### src/rtl/b64d_pkg.sv
package b64d_pkg;

  localparam logic [7:0] PAD_CHAR   = 8'h3D;
  localparam logic [7:0] PLUS_CHAR  = 8'h2B;
  localparam logic [7:0] SLASH_CHAR = 8'h2F;
  localparam logic [5:0] PLUS_VAL   = 6'h3E;
  localparam logic [5:0] SLASH_VAL  = 6'h3F;

  typedef enum logic [1:0] {
    ST_OK       = 2'd0,
    ST_BAD_CHAR = 2'd1,
    ST_BAD_LEN  = 2'd2
  } status_t;

  // Alphabet lookup result: bad set when the character is outside the alphabet.
  typedef struct packed {
    logic       bad;
    logic [5:0] value;
  } sextet_t;

  // One request for the back end: up to three bytes, or one error result.
  typedef struct packed {
    logic [23:0] word;
    logic [1:0]  count;
    status_t     status;
    logic        msg_end;
  } cmd_t;

  function automatic sextet_t sextet_of(input logic [7:0] c);
    sextet_t s;
    s.bad   = 1'b0;
    s.value = 6'd0;
    if (c >= 8'h41 && c <= 8'h5A) begin
      s.value = 6'(c - 8'h41);
    end else if (c >= 8'h61 && c <= 8'h7A) begin
      s.value = 6'(c - 8'h61 + 8'd26);
    end else if (c >= 8'h30 && c <= 8'h39) begin
      s.value = 6'(c - 8'h30 + 8'd52);
    end else if (c == PLUS_CHAR) begin
      s.value = PLUS_VAL;
    end else if (c == SLASH_CHAR) begin
      s.value = SLASH_VAL;
    end else if (c == PAD_CHAR) begin
      s.value = 6'd0;
    end else begin
      s.bad = 1'b1;
    end
    return s;
  endfunction

endpackage

### src/rtl/b64d_in_if.sv
interface b64d_in_if;
  logic       valid;
  logic       ready;
  logic [7:0] char_code;
  logic       message_end;

  modport source (output valid, output char_code, output message_end, input ready);
  modport sink   (input valid, input char_code, input message_end, output ready);
endinterface

### src/rtl/b64d_out_if.sv
interface b64d_out_if;
  logic       valid;
  logic       ready;
  logic [7:0] data_byte;
  logic [1:0] status;
  logic       run_last;
  logic       message_last;

  modport source (output valid, output data_byte, output status, output run_last,
                  output message_last, input ready);
  modport sink   (input valid, input data_byte, input status, input run_last,
                  input message_last, output ready);
endinterface

### src/rtl/b64d_front.sv
module b64d_front import b64d_pkg::*; (
  input  logic       clk,
  input  logic       rst_n,
  b64d_in_if.sink    in_if,
  input  logic       q_full,
  output logic       q_push,
  output cmd_t       q_data
);

  logic [17:0] acc_r, acc_nxt;
  logic [1:0]  pos_r, pos_nxt;
  logic        third_pad_r, third_pad_nxt;
  logic        discard_r, discard_nxt;
  logic        accept;
  logic        is_pad;
  sextet_t     sx;

  assign in_if.ready = !q_full;
  assign accept      = in_if.valid && in_if.ready;
  assign sx          = sextet_of(in_if.char_code);
  assign is_pad      = (in_if.char_code == PAD_CHAR);

  always_comb begin
    acc_nxt        = acc_r;
    pos_nxt        = pos_r;
    third_pad_nxt  = third_pad_r;
    discard_nxt    = discard_r;
    q_push         = 1'b0;
    q_data.word    = 24'd0;
    q_data.count   = 2'd1;
    q_data.status  = ST_OK;
    q_data.msg_end = 1'b1;
    if (accept) begin
      if (discard_r) begin
        // drop everything up to the end flag
        if (in_if.message_end) begin
          discard_nxt   = 1'b0;
          acc_nxt       = 18'd0;
          pos_nxt       = 2'd0;
          third_pad_nxt = 1'b0;
        end
      end else if (in_if.message_end && pos_r != 2'd3) begin
        acc_nxt       = 18'd0;
        pos_nxt       = 2'd0;
        third_pad_nxt = 1'b0;
        q_push        = 1'b1;
        q_data.status = ST_BAD_LEN;
      end else if (sx.bad) begin
        acc_nxt       = 18'd0;
        pos_nxt       = 2'd0;
        third_pad_nxt = 1'b0;
        discard_nxt   = !in_if.message_end;
        q_push        = 1'b1;
        q_data.status = ST_BAD_CHAR;
      end else if (pos_r != 2'd3) begin
        if (pos_r == 2'd2) begin
          third_pad_nxt = is_pad;
        end
        acc_nxt = {acc_r[11:0], sx.value};
        pos_nxt = pos_r + 2'd1;
      end else begin
        q_push         = 1'b1;
        q_data.word    = {acc_r, sx.value};
        q_data.msg_end = in_if.message_end;
        q_data.count   = 2'd3;
        if (in_if.message_end) begin
          if (third_pad_r) begin
            q_data.count = 2'd1;
          end else if (is_pad) begin
            q_data.count = 2'd2;
          end
        end
        acc_nxt       = 18'd0;
        pos_nxt       = 2'd0;
        third_pad_nxt = 1'b0;
      end
    end
  end

  always_ff @(posedge clk) begin
    if (!rst_n) begin
      acc_r       <= 18'd0;
      pos_r       <= 2'd0;
      third_pad_r <= 1'b0;
      discard_r   <= 1'b0;
    end else begin
      acc_r       <= acc_nxt;
      pos_r       <= pos_nxt;
      third_pad_r <= third_pad_nxt;
      discard_r   <= discard_nxt;
    end
  end

endmodule

### src/rtl/b64d_fifo.sv
module b64d_fifo import b64d_pkg::*; #(
  parameter int DEPTH = 4
) (
  input  logic clk,
  input  logic rst_n,
  input  logic push,
  input  cmd_t push_data,
  output logic full,
  input  logic pop,
  output cmd_t pop_data,
  output logic empty
);

  localparam int PW = (DEPTH > 1) ? $clog2(DEPTH) : 1;
  localparam int CW = $clog2(DEPTH + 1);
  localparam logic [PW-1:0] LAST_PTR = PW'(DEPTH - 1);
  localparam logic [CW-1:0] FULL_CNT = CW'(DEPTH);

  cmd_t          mem_r [DEPTH];
  logic [PW-1:0] wr_ptr_r, wr_ptr_nxt;
  logic [PW-1:0] rd_ptr_r, rd_ptr_nxt;
  logic [CW-1:0] cnt_r, cnt_nxt;
  logic          do_push, do_pop;

  assign full     = (cnt_r == FULL_CNT);
  assign empty    = (cnt_r == '0);
  assign do_push  = push && !full;
  assign do_pop   = pop && !empty;
  assign pop_data = mem_r[rd_ptr_r];

  always_comb begin
    wr_ptr_nxt = wr_ptr_r;
    rd_ptr_nxt = rd_ptr_r;
    cnt_nxt    = cnt_r;
    if (do_push) begin
      wr_ptr_nxt = (wr_ptr_r == LAST_PTR) ? '0 : wr_ptr_r + PW'(1);
    end
    if (do_pop) begin
      rd_ptr_nxt = (rd_ptr_r == LAST_PTR) ? '0 : rd_ptr_r + PW'(1);
    end
    if (do_push && !do_pop) begin
      cnt_nxt = cnt_r + CW'(1);
    end else if (do_pop && !do_push) begin
      cnt_nxt = cnt_r - CW'(1);
    end
  end

  always_ff @(posedge clk) begin
    if (!rst_n) begin
      wr_ptr_r <= '0;
      rd_ptr_r <= '0;
      cnt_r    <= '0;
    end else begin
      wr_ptr_r <= wr_ptr_nxt;
      rd_ptr_r <= rd_ptr_nxt;
      cnt_r    <= cnt_nxt;
    end
  end

  always_ff @(posedge clk) begin
    if (do_push) begin
      mem_r[wr_ptr_r] <= push_data;
    end
  end

endmodule

### src/rtl/b64d_back.sv
module b64d_back import b64d_pkg::*; (
  input  logic      clk,
  input  logic      rst_n,
  input  logic      q_empty,
  input  cmd_t      q_data,
  output logic      q_pop,
  b64d_out_if.source out_if
);

  cmd_t       cmd_r;
  logic       busy_r, busy_nxt;
  logic [1:0] idx_r, idx_nxt;
  logic       take, last, load;

  assign take  = busy_r && out_if.ready;
  assign last  = (idx_r == cmd_r.count - 2'd1);
  assign load  = !busy_r || (take && last);
  assign q_pop = load && !q_empty;

  assign out_if.valid        = busy_r;
  assign out_if.status       = cmd_r.status;
  assign out_if.run_last     = last;
  assign out_if.message_last = last && cmd_r.msg_end;

  always_comb begin
    case (idx_r)
      2'd0:    out_if.data_byte = cmd_r.word[23:16];
      2'd1:    out_if.data_byte = cmd_r.word[15:8];
      2'd2:    out_if.data_byte = cmd_r.word[7:0];
      default: out_if.data_byte = 8'd0;
    endcase
  end

  always_comb begin
    busy_nxt = busy_r;
    idx_nxt  = idx_r;
    if (q_pop) begin
      busy_nxt = 1'b1;
      idx_nxt  = 2'd0;
    end else if (take && last) begin
      busy_nxt = 1'b0;
    end else if (take) begin
      idx_nxt = idx_r + 2'd1;
    end
  end

  always_ff @(posedge clk) begin
    if (!rst_n) begin
      busy_r <= 1'b0;
      idx_r  <= 2'd0;
    end else begin
      busy_r <= busy_nxt;
      idx_r  <= idx_nxt;
    end
  end

  always_ff @(posedge clk) begin
    if (q_pop) begin
      cmd_r <= q_data;
    end
  end

endmodule

### src/rtl/base64_stream_decoder.sv
// Channel | Dir | Payload                                   | Moves per request
// in_if   | in  | char_code[7:0], message_end               | one Base64 character
// out_if  | out | data_byte[7:0], status[1:0], run_last,    | one byte or one error
//         |     | message_last                              |
//
// Takes one character per cycle while the command queue has room.
// Emits one result per cycle while out_if.ready is high; a quad gives up to
// three bytes, an error one result. The command queue (QUEUE_DEPTH entries)
// sets how long the input side rides out a stalled output before in_if.ready drops.
// Synchronous active-low reset clears quad state, discard flag, queue and output.
// The first result of a quad is written into the queue and then loaded into the
// output register before it can be taken; a busy output holds it in the queue.
module base64_stream_decoder import b64d_pkg::*; #(
  parameter int QUEUE_DEPTH = 4
) (
  input  logic       clk,
  input  logic       rst_n,
  b64d_in_if.sink    in_if,
  b64d_out_if.source out_if
);

  logic q_push, q_full, q_pop, q_empty;
  cmd_t q_wdata, q_rdata;

  // Front end: classify each character, gather quads, queue byte or error requests.
  b64d_front u_front (
    .clk    (clk),
    .rst_n  (rst_n),
    .in_if  (in_if),
    .q_full (q_full),
    .q_push (q_push),
    .q_data (q_wdata)
  );

  // Decouple the two sides so a stalled output does not block input right away.
  b64d_fifo #(
    .DEPTH (QUEUE_DEPTH)
  ) u_fifo (
    .clk       (clk),
    .rst_n     (rst_n),
    .push      (q_push),
    .push_data (q_wdata),
    .full      (q_full),
    .pop       (q_pop),
    .pop_data  (q_rdata),
    .empty     (q_empty)
  );

  // Back end: hold one request and serialize its bytes onto the output.
  b64d_back u_back (
    .clk     (clk),
    .rst_n   (rst_n),
    .q_empty (q_empty),
    .q_data  (q_rdata),
    .q_pop   (q_pop),
    .out_if  (out_if)
  );

  // The front end never pushes into a full queue.
  a_no_push_full: assert property (@(posedge clk) disable iff (!rst_n)
    q_push |-> !q_full)
    else $error("push into full command queue");

  // Error results carry zero data and close the message.
  a_err_shape: assert property (@(posedge clk) disable iff (!rst_n)
    (out_if.valid && out_if.status != ST_OK) |->
      (out_if.data_byte == 8'd0 && out_if.run_last && out_if.message_last))
    else $error("malformed error result");

  // The last result of a message is also the last of its request.
  a_msg_last: assert property (@(posedge clk) disable iff (!rst_n)
    (out_if.valid && out_if.message_last) |-> out_if.run_last)
    else $error("message_last without run_last");

  // A popped request always comes out on the next cycle.
  a_pop_valid: assert property (@(posedge clk) disable iff (!rst_n)
    q_pop |=> out_if.valid)
    else $error("popped request not presented");

endmodule
### src/flat_wrapper.sv
// flat-port wrapper written by rule: the top's interface ports become plain ports
module base64_stream_decoder_flat import b64d_pkg::*;
#(
  parameter int QUEUE_DEPTH = 4
)
  (clk, rst_n, in_if_valid, in_if_char_code, in_if_message_end, in_if_ready, out_if_valid, out_if_data_byte, out_if_status, out_if_run_last, out_if_message_last, out_if_ready);
  b64d_in_if in_if_i ();
  b64d_out_if out_if_i ();
  input  logic clk;
  input  logic rst_n;
  input wire logic [$bits(in_if_i.valid)-1:0] in_if_valid;
  input wire logic [$bits(in_if_i.char_code)-1:0] in_if_char_code;
  input wire logic [$bits(in_if_i.message_end)-1:0] in_if_message_end;
  output wire logic [$bits(in_if_i.ready)-1:0] in_if_ready;
  output wire logic [$bits(out_if_i.valid)-1:0] out_if_valid;
  output wire logic [$bits(out_if_i.data_byte)-1:0] out_if_data_byte;
  output wire logic [$bits(out_if_i.status)-1:0] out_if_status;
  output wire logic [$bits(out_if_i.run_last)-1:0] out_if_run_last;
  output wire logic [$bits(out_if_i.message_last)-1:0] out_if_message_last;
  input wire logic [$bits(out_if_i.ready)-1:0] out_if_ready;
  assign in_if_i.valid = in_if_valid;
  assign in_if_i.char_code = in_if_char_code;
  assign in_if_i.message_end = in_if_message_end;
  assign in_if_ready = in_if_i.ready;
  assign out_if_valid = out_if_i.valid;
  assign out_if_data_byte = out_if_i.data_byte;
  assign out_if_status = out_if_i.status;
  assign out_if_run_last = out_if_i.run_last;
  assign out_if_message_last = out_if_i.message_last;
  assign out_if_i.ready = out_if_ready;
  base64_stream_decoder #(.QUEUE_DEPTH(QUEUE_DEPTH)) u_core (.clk(clk), .rst_n(rst_n), .in_if(in_if_i), .out_if(out_if_i));
endmodule
### config.mk
export PLATFORM = sky130hd
export DESIGN_NAME = base64_stream_decoder_flat
export DESIGN_NICKNAME = d
export VERILOG_FILES = /design/src/rtl/b64d_pkg.sv /design/src/rtl/b64d_in_if.sv /design/src/rtl/b64d_out_if.sv /design/src/rtl/b64d_front.sv /design/src/rtl/b64d_fifo.sv /design/src/rtl/b64d_back.sv /design/src/rtl/base64_stream_decoder.sv /design/src/flat_wrapper.sv
export SDC_FILE = /design/constraint.sdc
export NUM_CORES = 1
export LEC_CHECK = 0
export BUFFER_PORTS_ARGS = -buffer_cell sky130_fd_sc_hd__buf_2
export CELL_PAD_IN_SITES_DETAIL_PLACEMENT = 1
export CELL_PAD_IN_SITES_GLOBAL_PLACEMENT = 2
export CORE_MARGIN = 4
export CORE_UTILIZATION = 45
export DETAILED_ROUTE_END_ITERATION = 16
export GPL_ROUTABILITY_DRIVEN = 1
export GPL_TIMING_DRIVEN = 0
export PLACE_DENSITY = 0.82
export SYNTH_ARGS = -nofsm -noshare
export SYNTH_HDL_FRONTEND = slang
export SYNTH_SLANG_ARGS = --single-unit
### constraint.sdc
create_clock -name clk -period 3.8 [get_ports clk]
set_input_delay 0.76 -clock clk [delete_from_list [all_inputs] [get_ports clk]]
set_output_delay 0.76 -clock clk [all_outputs]
set_load 0.02 [all_outputs]
==> results of run 1 <==
[cells by family (layout without fill, tap and decap cells)]
| logic type | Yosys count | in the layout | share of synthesized area |
|---|---|---|---|
| xor+xnor | 5 | 5 | 0.005824 |
| buf+inv | 40 | 99 | 0.02412 |
| compound gates | 68 | 68 | 0.06638 |
| mux | 37 | 37 | 0.09766 |
| fa+ha+maj | 22 | 22 | 0.03760 |
| simple gates | 144 | 144 | 0.1043 |
| flops | 177 | 177 | 0.6641 |
[worst max path at each step]
stage | startpoint | end | slack (ns)
2_1_floorplan | u_core.u_back.cmd_r[4] | u_core.u_fifo.cnt_r[2] | 0.49
3_3_place_gp | in_if_char_code[2] | u_core.u_fifo.mem_r[3][4] | -0.34
3_5_place_dp | in_if_char_code[2] | u_core.u_fifo.cnt_r[2] | -0.03
4_1_cts | in_if_char_code[2] | u_core.u_fifo.cnt_r[2] | 0.41
5_1_grt | in_if_char_code[2] | u_core.u_fifo.cnt_r[2] | 0.22
6_report | in_if_char_code[2] | u_core.u_fifo.cnt_r[2] | 0.43
[cell usage after synthesis, types with 2 or more instances]
cell type	number
inv_1	15
a222oi_1	8
mux4_2	29
nand2_1	27
nand2b_1	4
and3_1	3
a21oi_2	2
nand3b_1	2
or3_1	2
o21ai_1	5
nor4_1	3
nand4_1	14
nor2_1	32
a32oi_1	2
o211ai_1	2
a221o_1	3
xnor2_1	2
o221ai_1	2
a21o_1	2
dfxtp_1	32
nor3_1	5
a31oi_1	3
a221oi_1	2
o21ai_0	6
buf_4	4
nor2b_1	4
edfxtp_1	145
xor2_1	3
mux2i_1	7
and2_1	26
a21oi_1	20
ha_1	21
clkbuf_1	12
nand3_1	7
buf_2	7
[power groups by stage]
stage	Sequential [W]	Clock, W	Combinational [W]
final	0.00264	0.00162	0.00137
after global routing	0.00267	0.00175	0.00150
after CTS	0.00265	0.00165	0.00140
after detailed placement	0.00269	0	0.00138
after global placement	0.00267	0	0.00130
after floorplan	0.00262	0	0.000955
[final cells by class]
| class | count | area share |
|---|---|---|
| tap | 220 | 0.03234 |
| multi-input combinational | 276 | 0.2767 |
| clock buffer | 20 | 0.05366 |
| inverter | 15 | 0.006616 |
| clock inverter | 12 | 0.01147 |
| timing repair buffer | 27 | 0.01764 |
| sequential | 177 | 0.5869 |
| buffer | 25 | 0.01470 |
[routing by layer]
metal | part of all wire | GRT usage | vias up
met2 | 0.51 | 0.3351 | 97
met4 | 0.018 | 0.06208 | 0
met1 | 0.43 | 0.2555 | 2238
met5 | 0 | 0 | -
li1 | - | - | 1999
met3 | 0.040 | 0.04529 | 22
[through the flow]
step	utilization	setup WS [ns]	power [W]
global route	0.5169	0.2167	0.005920
CTS	0.5169	0.4136	0.005698
finish	0.5169	0.4271	0.005627
global placement	0.4814	-0.3354	0.003964
floorplan	-	0.4865	0.003572
detailed placement	0.4832	-0.02804	0.004074
[registers in the layout, indices dropped and copies added (netlist names)]
name	count
u_core.u_fifo.rd_ptr_r	2
u_core.u_fifo.mem_r	116
u_core.u_front.discard_r	1
u_core.u_back.cmd_r	27
u_core.u_fifo.cnt_r	3
u_core.u_front.third_pad_r	1
u_core.u_fifo.wr_ptr_r	2
u_core.u_front.acc_r	18
u_core.u_back.idx_r	2
u_core.u_back.out_if.status	2
u_core.u_front.pos_r	2
u_core.u_back.out_if.valid	1
[critical path, delay by kind of cell]
family | cells | cell delay, ns
simple gates | 1 | 0.31
buf+inv | 3 | 0.33
compound gates | 6 | 1.16
xor+xnor | 1 | 0.18
fa+ha+maj | 3 | 0.97
==> flow_summary.toml, run 1 <==
[logic_synthesis]
synth_flop_cell = "edfxtp_1"
synth_fp_nets = 528
ys_types = 65
synth_edf_count = 145
yosys-top-cells-area = "edfxtp_1, mux4_2, dfxtp_1"
yosysSeqAreaShare = 0.6641
yosys.area.top_type_share = 0.5789
synth_top_area_cell = "edfxtp_1"
async_flop_share = 0
avgSynthCellArea_sq_um = 15.26
yosysWarnings = 0
syn_area_sq_um = 7521
synth_seq_cells = 177
postSynthCellCount = 493

[power_and_ir_drop]
clkPwrFrac = 0.287
pwr-share-seq = 0.470
p_sw_frac = 0.2982
p_int_w = 0.003949
p_comb_frac = 0.243
power_density_nw_per_um2 = 661.2
switchingPower_w = 0.001678
ir_drop_mv = 0.3291
leakagePower_nw = 2.795

[clock_network]
ctsResizeCount = 0
clockBufferDepth = 2
clk_pin_slew_ns = 0.07
cts_tree = "done"
hold_buffers = 0
cts_setup_buffers = 0
h-tree-depth = 4
clock_latency_ns = 0.43
cts-root-buf = "clkbuf_16"
cts_buffers = 17
cts_sinks = 177

[setup_path]
crit_chain = "buf_2 -> inv_1 -> ha_1 -> a21o_1 -> o211ai_1 -> a21oi_2 -> o22ai_4 -> a21boi_2 -> ha_1 -> inv_1 -> fa_1 -> xor2_1 -> or3_1 -> a21oi_1"
start_kind = "input pin"
critPathMaxStageDelay_ns = 0.37
reg2reg_from = "u_core.u_back.idx_r[1]"
end_kind = "register"
r2r_end = "u_core.u_fifo.cnt_r[2]"
required_ns = 4.16
cp_slowest_cell = "fa_1"
ff2ff_setup_slack_ns = 0.57
critical_path_class = "input pin to register"
ff2ff_path_depth = 12
worst-path-max-fanout = 10
worstPathArrival_ns = 3.73

[floorplanning]
rows = 47
die_w_microns = 137.3
io_pins = 27
start_util = 0.4568
die_y_microns = 137.3
core-area_sq_um = 16470
die-area_sq_um = 18850

[min_path]
worstHoldEndpoint = "u_core.u_front.acc_r[14]"
hp-start = "u_core.u_front.acc_r[14]"
hp-class = "register to register"
whs_path_depth = 2

[drt]
via_count = 4356
drc = 0
wl_mm = 17.09
wl_per_cell_microns = 22.13
post_drt_via_cell_ratio = 5.642
drtIter0Drc = 318
drt_first_pass_iters = 6
ant_nets = 0

[cells_and_area]
post_route_cells_drive_above_1_share = 0.2192
seqCellArea_sq_um = 4995
finalInstanceArea_sq_um = 8511
syn_to_final_growth_pct = 13.16
nNetsFinal = 574
multi_input_area_sq_um = 2355
insertedDiodeCount = 0
layout_commonest_cell = "edfxtp_1"
final_cells = 772
final_cell_mix = "edfxtp_1, buf_2, nor2_1, dfxtp_1, mux4_2"
nFillCells = 1620

[global_route]
grt_max_degree = 30
grt.total_usage = 0.1982
grt_pass1_vias = 4685
grt_pass1_wl_mm = 27.19
grt-ovfl-total = 0
antenna_found_initial = 0

[placement]
dp.cells = 740
dpl.hpwl_mm = 11.89
post_dp_cell_area_sq_um = 7956
numPortBuffers = 26
finalWeightedCongestion = 0.8320

[timing]
period_share = 0.8876
slew_viol_final = 0
clock_skew_ns = 0.007398
rsz0062_at_grt = "false"
finalSetupViolations = 0
final.setup.tns_ns = 0
fin_crit_ns = 3.373
whs_ns = 0.4602
timing.slew.headroom = 0.2363
fmax_mhz = 296.5
hold_violations = 0
worst_slew_pin_slew_ns = 1.137

[status]
status = "complete, no violations"

[flow_run]
cap_violations = 0
Note: power is estimated with default switching activity, not from simulation.
==> inputs of run 2 (changes only) <==
Settings changed: CAP_MARGIN from default to 20, CORE_UTILIZATION 45 to 46, PLACE_DENSITY 0.82 to 0.83, SLEW_MARGIN from default to 20, SYNTH_HIERARCHICAL from default to 1.
==> flow_summary.toml, run 2 <==
[min_path]
hp-class = "register to register"
hp-start = "u_core/u_front/acc_r[16]"
whs_path_depth = 2
worstHoldEndpoint = "u_core/u_front/acc_r[16]"

[cells_and_area]
final_cells = 777
layout_commonest_cell = "edfxtp_1"
post_route_cells_drive_above_1_share = 0.2210
syn_to_final_growth_pct = 14.12
regMostFlops = "u_core/u_fifo/mem_r"
insertedDiodeCount = 0
nFillCells = 1558
largest_register_ffs = 116
finalInstanceArea_sq_um = 8756
nNetsFinal = 583
final_cell_mix = "edfxtp_1, nor2_1, dfxtp_1, buf_2, mux4_2"
top_regs = "u_core/u_fifo/mem_r x116, u_core/u_back/cmd_r x27, u_core/u_front/acc_r x18"

[setup_path]
worstPathArrival_ns = 3.92
required_ns = 4.15
r2r_end = "u_core/u_fifo/cnt_r[2]"
ff2ff_setup_slack_ns = 0.45
end_kind = "register"
worst-path-max-fanout = 9
ff2ff_path_depth = 11
reg2reg_from = "u_core/u_back/cmd_r[4]"
critical_path_class = "input pin to register"
start_kind = "input pin"

[timing]
fin_ws_ns = 0.2278
clock_skew_ns = 0.01621
finalSetupViolations = 0
slew_viol_final = 0
worst_slew_pin_slew_ns = 0.9225
fin_crit_ns = 3.572
period_share = 0.9401
hold_violations = 0
timing.slew.headroom = 0.3838
final.setup.tns_ns = 0
fmax_mhz = 279.9

[logic_synthesis]
postSynthCellCount = 499
syn_area_sq_um = 7672
yosysMostFrequentCell = "edfxtp_1"
avgSynthCellArea_sq_um = 15.38
ys_types = 68
yosys-top-cells-area = "edfxtp_1, dfxtp_1, mux4_2"
yosysSeqAreaShare = 0.6562
yosysWarnings = 6
async_flop_share = 0
synth_top_area_cell = "edfxtp_1"
synth_fp_nets = 534
netlist_top_cells_count = "edfxtp_1, nor2_1, dfxtp_1"
synth_edf_count = 145
synth_flop_cell = "edfxtp_1"
yosys.area.top_type_share = 0.5675
synth_seq_cells = 179

[floorplanning]
rows = 46
start_util = 0.4761
io_pins = 27
die_y_microns = 137.1
core-area_sq_um = 16120
die-area_sq_um = 18810
die_w_microns = 137.1

[placement]
dp.cells = 744
dp_slack_ns = -0.6725
post_dp_cell_area_sq_um = 8184
finalWeightedCongestion = 0.8212
numPortBuffers = 25
dpl.hpwl_mm = 12.15

[clock_network]
clock_latency_ns = 0.43
clk_pin_slew_ns = 0.06
h-tree-depth = 4
hold_buffers = 0
cts_buffers = 17
cts_tree = "done"
cts_sinks = 179
cts-root-buf = "clkbuf_16"
clockBufferDepth = 2

[power_and_ir_drop]
ir_drop_mv = 0.3636
power_density_nw_per_um2 = 629.0
leakagePower_nw = 2.953

[drt]
drt_first_pass_iters = 4
wl_per_cell_microns = 21.76
wl_mm = 16.91
ant_nets = 0
drc = 0
drtIter0Drc = 283
via_count = 4369
post_drt_via_cell_ratio = 5.623

[global_route]
antenna_found_initial = 0
grt.total_usage = 0.1935
grt-ovfl-total = 0
grt_pass1_wl_mm = 26.63
grt_max_degree = 31
grt_pass1_vias = 4653

[flow_run]
cap_violations = 0

[status]
status = "complete, no violations"
## run 2: cell count changes after synthesis, moves of 5 or more
| cell | delta |
|---|---|
| a22oi_1 | +12 |
| a21oi_1 | -10 |
| nand4_1 | -9 |
| nor2b_1 | +6 |
| clkbuf_1 | -5 |
## run 2: area by class of cell
type	count	area, sq um	area share
sequential	179	5035	0.5750
multi-input combinational	279	2464	0.2814
clock buffer	18	429.2	0.04901
tap	216	270.3	0.03087
timing repair buffer	30	242.7	0.02772
buffer	22	152.6	0.01743
clock inverter	14	91.34	0.01043
inverter	19	71.32	0.008145
## run 2: per-stage QoR
step	hold slack [ns]	total power (W)	util
final	0.4993	0.005508	0.5433
after detailed placement	0.4854	0.004036	0.5078
after CTS	0.5044	0.005573	0.5412
after global placement	0.4733	0.003920	0.5006
after global routing	0.5262	0.005791	0.5433
after floorplan	0.4465	0.003568	-
## run 2: power by group
group          total, W  switching (W)  internal (W)  leakage [nW]
clock           0.00153       0.000705      0.000827         0.235
sequential      0.00267       0.000134       0.00254          1.59
combinational   0.00130       0.000775      0.000529          1.13
total           0.00551        0.00161       0.00389          2.95
## run 2: kinds of logic after synthesis
kind of cell / synth area share
flip-flops: 0.6562
AND/OR/NAND/NOR: 0.09654
AO/OA/AOI/OAI: 0.08301
buffers and inverters: 0.02919
multiplexers: 0.09149
adder cells (fa/ha/maj): 0.03686
XOR/XNOR: 0.006688
## run 2: per-layer routing
layer | GRT usage | routed length (microns)
met4 | 0.05543 | 215
met5 | 0 | 0
met3 | 0.04118 | 762
met1 | 0.2477 | 7184
met2 | 0.3335 | 8747
## run 2: what timing repair did
| item | 4_1_cts | 5_1_grt |
|---|---|---|
| setup buffers | 1 | 0 |
| setup endpoints to repair | 1 | 1 |
| resized for setup | 3 | 6 |
| pin swaps | 0 | 1 |
## run 2: worst max-delay path by stage
stage | end | startpoint | cells after the start | slack, ns
floorplan | u_core/u_fifo/cnt_r[2] | in_if_char_code[2] | 16 | 0.24
global placement | u_core/u_fifo/mem_r[1][26] | in_if_char_code[2] | 12 | -0.89
detailed placement | u_core/u_fifo/cnt_r[2] | in_if_char_code[2] | 17 | -0.67
CTS | u_core/u_fifo/cnt_r[2] | in_if_char_code[2] | 17 | 0.05
global route | u_core/u_fifo/cnt_r[2] | in_if_char_code[2] | 17 | -0.02
finish | u_core/u_fifo/cnt_r[2] | in_if_char_code[1] | 16 | 0.23
## run 2: worst max-delay path, cell delays in order
cell and delay (ns):
buf_2 0.17, inv_1 0.10, ha_1 0.24, nand2b_1 0.20, a21oi_4 0.28, a211oi_2 0.12, o21bai_4 0.24, a21oi_4 0.18
nor2b_1 0.15, buf_2 0.19, ha_1 0.20, inv_1 0.06, fa_1 0.37, xor2_1 0.15, or3_1 0.31, a21boi_1 0.17
==> inputs of run 3 (changes only) <==
Settings changed: CAP_MARGIN 20 to default, GPL_TIMING_DRIVEN 0 to default.
Clock period 3.8 ns to 3.9 ns, I/O delays scaled along.
==> flow_summary.toml, run 3 (synthesis gave the netlist of run 2 again) <==
[setup_path]
critical_path_class = "input pin to register"
startpoint = "in_if_char_code[2]"
ff2ff_setup_slack_ns = 0.93
cp.depth = 15
critical-path-top-delay-family = "compound AO/OA/AOI/OAI gates"
crit_chain = "buf_2 -> inv_1 -> ha_1 -> nor2b_1 -> o21bai_1 -> a21oi_1 -> o21bai_4 -> a21oi_1 -> nor2b_1 -> ha_1 -> inv_1 -> fa_1 -> xor2_1 -> or3_1 -> a21boi_0"
r2r_end = "u_core/u_fifo/cnt_r[2]"
worstPathArrival_ns = 3.93
crit_end = "u_core/u_fifo/cnt_r[2]"
required_ns = 4.22
reg2reg_from = "u_core/u_fifo/cnt_r[0]"
cp_slowest_cell = "a21oi_1"
path_buf_inv = 3
ff2ff_path_depth = 10
worst-path-max-fanout = 7
critPathMaxStageDelay_ns = 0.39
end_kind = "register"
start_kind = "input pin"

[power_and_ir_drop]
pwr-share-seq = 0.481
leakagePower_nw = 2.971
ir_drop_mv = 0.3002
power_density_nw_per_um2 = 641.4
p_sw_frac = 0.2910
p_comb_frac = 0.208
p_int_w = 0.003952
clkPwrFrac = 0.312
switchingPower_w = 0.001622
power_w = 0.005574

[drt]
ant_nets = 0
drc = 0
post_drt_via_cell_ratio = 5.690
via_count = 4347
drtIter0Drc = 327
drt_first_pass_iters = 5
wl_per_cell_microns = 22.37
wl_mm = 17.09

[clock_network]
cts_sinks = 179
cts-root-buf = "clkbuf_16"
clockBufferDepth = 2
cts_setup_buffers = 0
cts_tree = "done"
ctsResizeCount = 0
hold_buffers = 0
clk_pin_slew_ns = 0.06
clock_latency_ns = 0.42
h-tree-depth = 4
cts_buffers = 17

[global_route]
grt-ovfl-total = 0
grt_pass1_wl_mm = 26.94
antenna_found_initial = 0
grt_pass1_vias = 4601
grt.total_usage = 0.1967
grt_max_degree = 30

[cells_and_area]
insertedDiodeCount = 0
nNetsFinal = 570
largest_register_ffs = 116
syn_to_final_growth_pct = 13.26
regMostFlops = "u_core/u_fifo/mem_r"
layout_commonest_cell = "edfxtp_1"
final_cell_mix = "edfxtp_1, nor2_1, dfxtp_1, mux4_2, and2_1"
finalInstanceArea_sq_um = 8690
post_route_cells_drive_above_1_share = 0.2117
top_regs = "u_core/u_fifo/mem_r x116, u_core/u_back/cmd_r x27, u_core/u_front/acc_r x18"

[min_path]
whs_path_depth = 2
hp-class = "register to register"

[placement]
post_dp_cell_area_sq_um = 8070
finalWeightedCongestion = 0.8103
dpl.hpwl_mm = 11.61
numPortBuffers = 26

[timing]
clock_skew_ns = 0.01294
hold_violations = 0
final.setup.tns_ns = 0
timing.slew.headroom = 0.3187
period_share = 0.9256
slew_viol_final = 0
finalSetupViolations = 0
worst_slew_pin_slew_ns = 1.022
whs_ns = 0.4901
fmax_mhz = 277.0
rsz0062_at_grt = "false"
fin_crit_ns = 3.610

[floorplanning]
die_y_microns = 137.1
io_pins = 27
start_util = 0.4761
core-area_sq_um = 16120
die-area_sq_um = 18810
rows = 46
die_w_microns = 137.1

[status]
status = "complete, no violations"

[flow_run]
cap_violations = 0
==> run 3: power by group through the flow <==
stage          clock (W)  combinational, W  sequential (W)
5_1_grt          0.00187           0.00127         0.00272
3_5_place_dp           0           0.00117         0.00272
4_1_cts          0.00178           0.00118         0.00269
3_3_place_gp           0           0.00112         0.00269
2_1_floorplan          0          0.000878         0.00260
6_report         0.00174           0.00116         0.00268
==> run 3: stage by stage <==
step                  util  std cells  setup slack, ns
floorplan                -        499           0.3196
global placement    0.5008        732           0.1786
detailed placement  0.5008        732         -0.09469
CTS                 0.5391        764           0.2399
global route        0.5392        764          0.04762
finish              0.5392        764           0.2901
==> run 3: final cells by class <==
class | instances | area, sq um
fillers | 1585 | 7426
flip-flops and latches | 179 | 5040
multi-input cells | 279 | 2414
clock buffers | 19 | 452.9
repair buffers | 39 | 277.8
well taps | 216 | 270.3
clock inverters | 13 | 163.9
inverters | 19 | 71.32
==> run 3: metal layers <==
metal | GRT usage | share of wire | up-vias
met5 | 0 | 0 | -
met4 | 0.05322 | 0.016 | 0
li1 | - | - | 1999
met3 | 0.03750 | 0.045 | 19
met1 | 0.2737 | 0.44 | 2213
met2 | 0.3196 | 0.50 | 116
==> run 3: how the worst min path moves through the flow <==
stage | start | end | slack, ns
6_report | u_core/u_front/acc_r[15] | u_core/u_front/acc_r[15] | 0.49
5_1_grt | u_core/u_front/acc_r[5] | u_core/u_front/acc_r[5] | 0.54
4_1_cts | u_core/u_front/acc_r[15] | u_core/u_front/acc_r[15] | 0.50
3_5_place_dp | u_core/u_front/acc_r[15] | u_core/u_front/acc_r[15] | 0.48
3_3_place_gp | u_core/u_front/acc_r[14] | u_core/u_front/acc_r[14] | 0.47
2_1_floorplan | u_core/u_front/acc_r[1] | u_core/u_front/acc_r[1] | 0.45
==> run 3: worst register-to-register path: stages, from the launching register on <==
cell	delay, ns
dfxtp_1	0.38
nor3_1	0.52
inv_1	0.11
and2_1	0.21
o31ai_1	0.20
ha_1	0.33
inv_1	0.07
fa_1	0.38
xor2_1	0.16
or3_1	0.30
a21boi_0	0.24
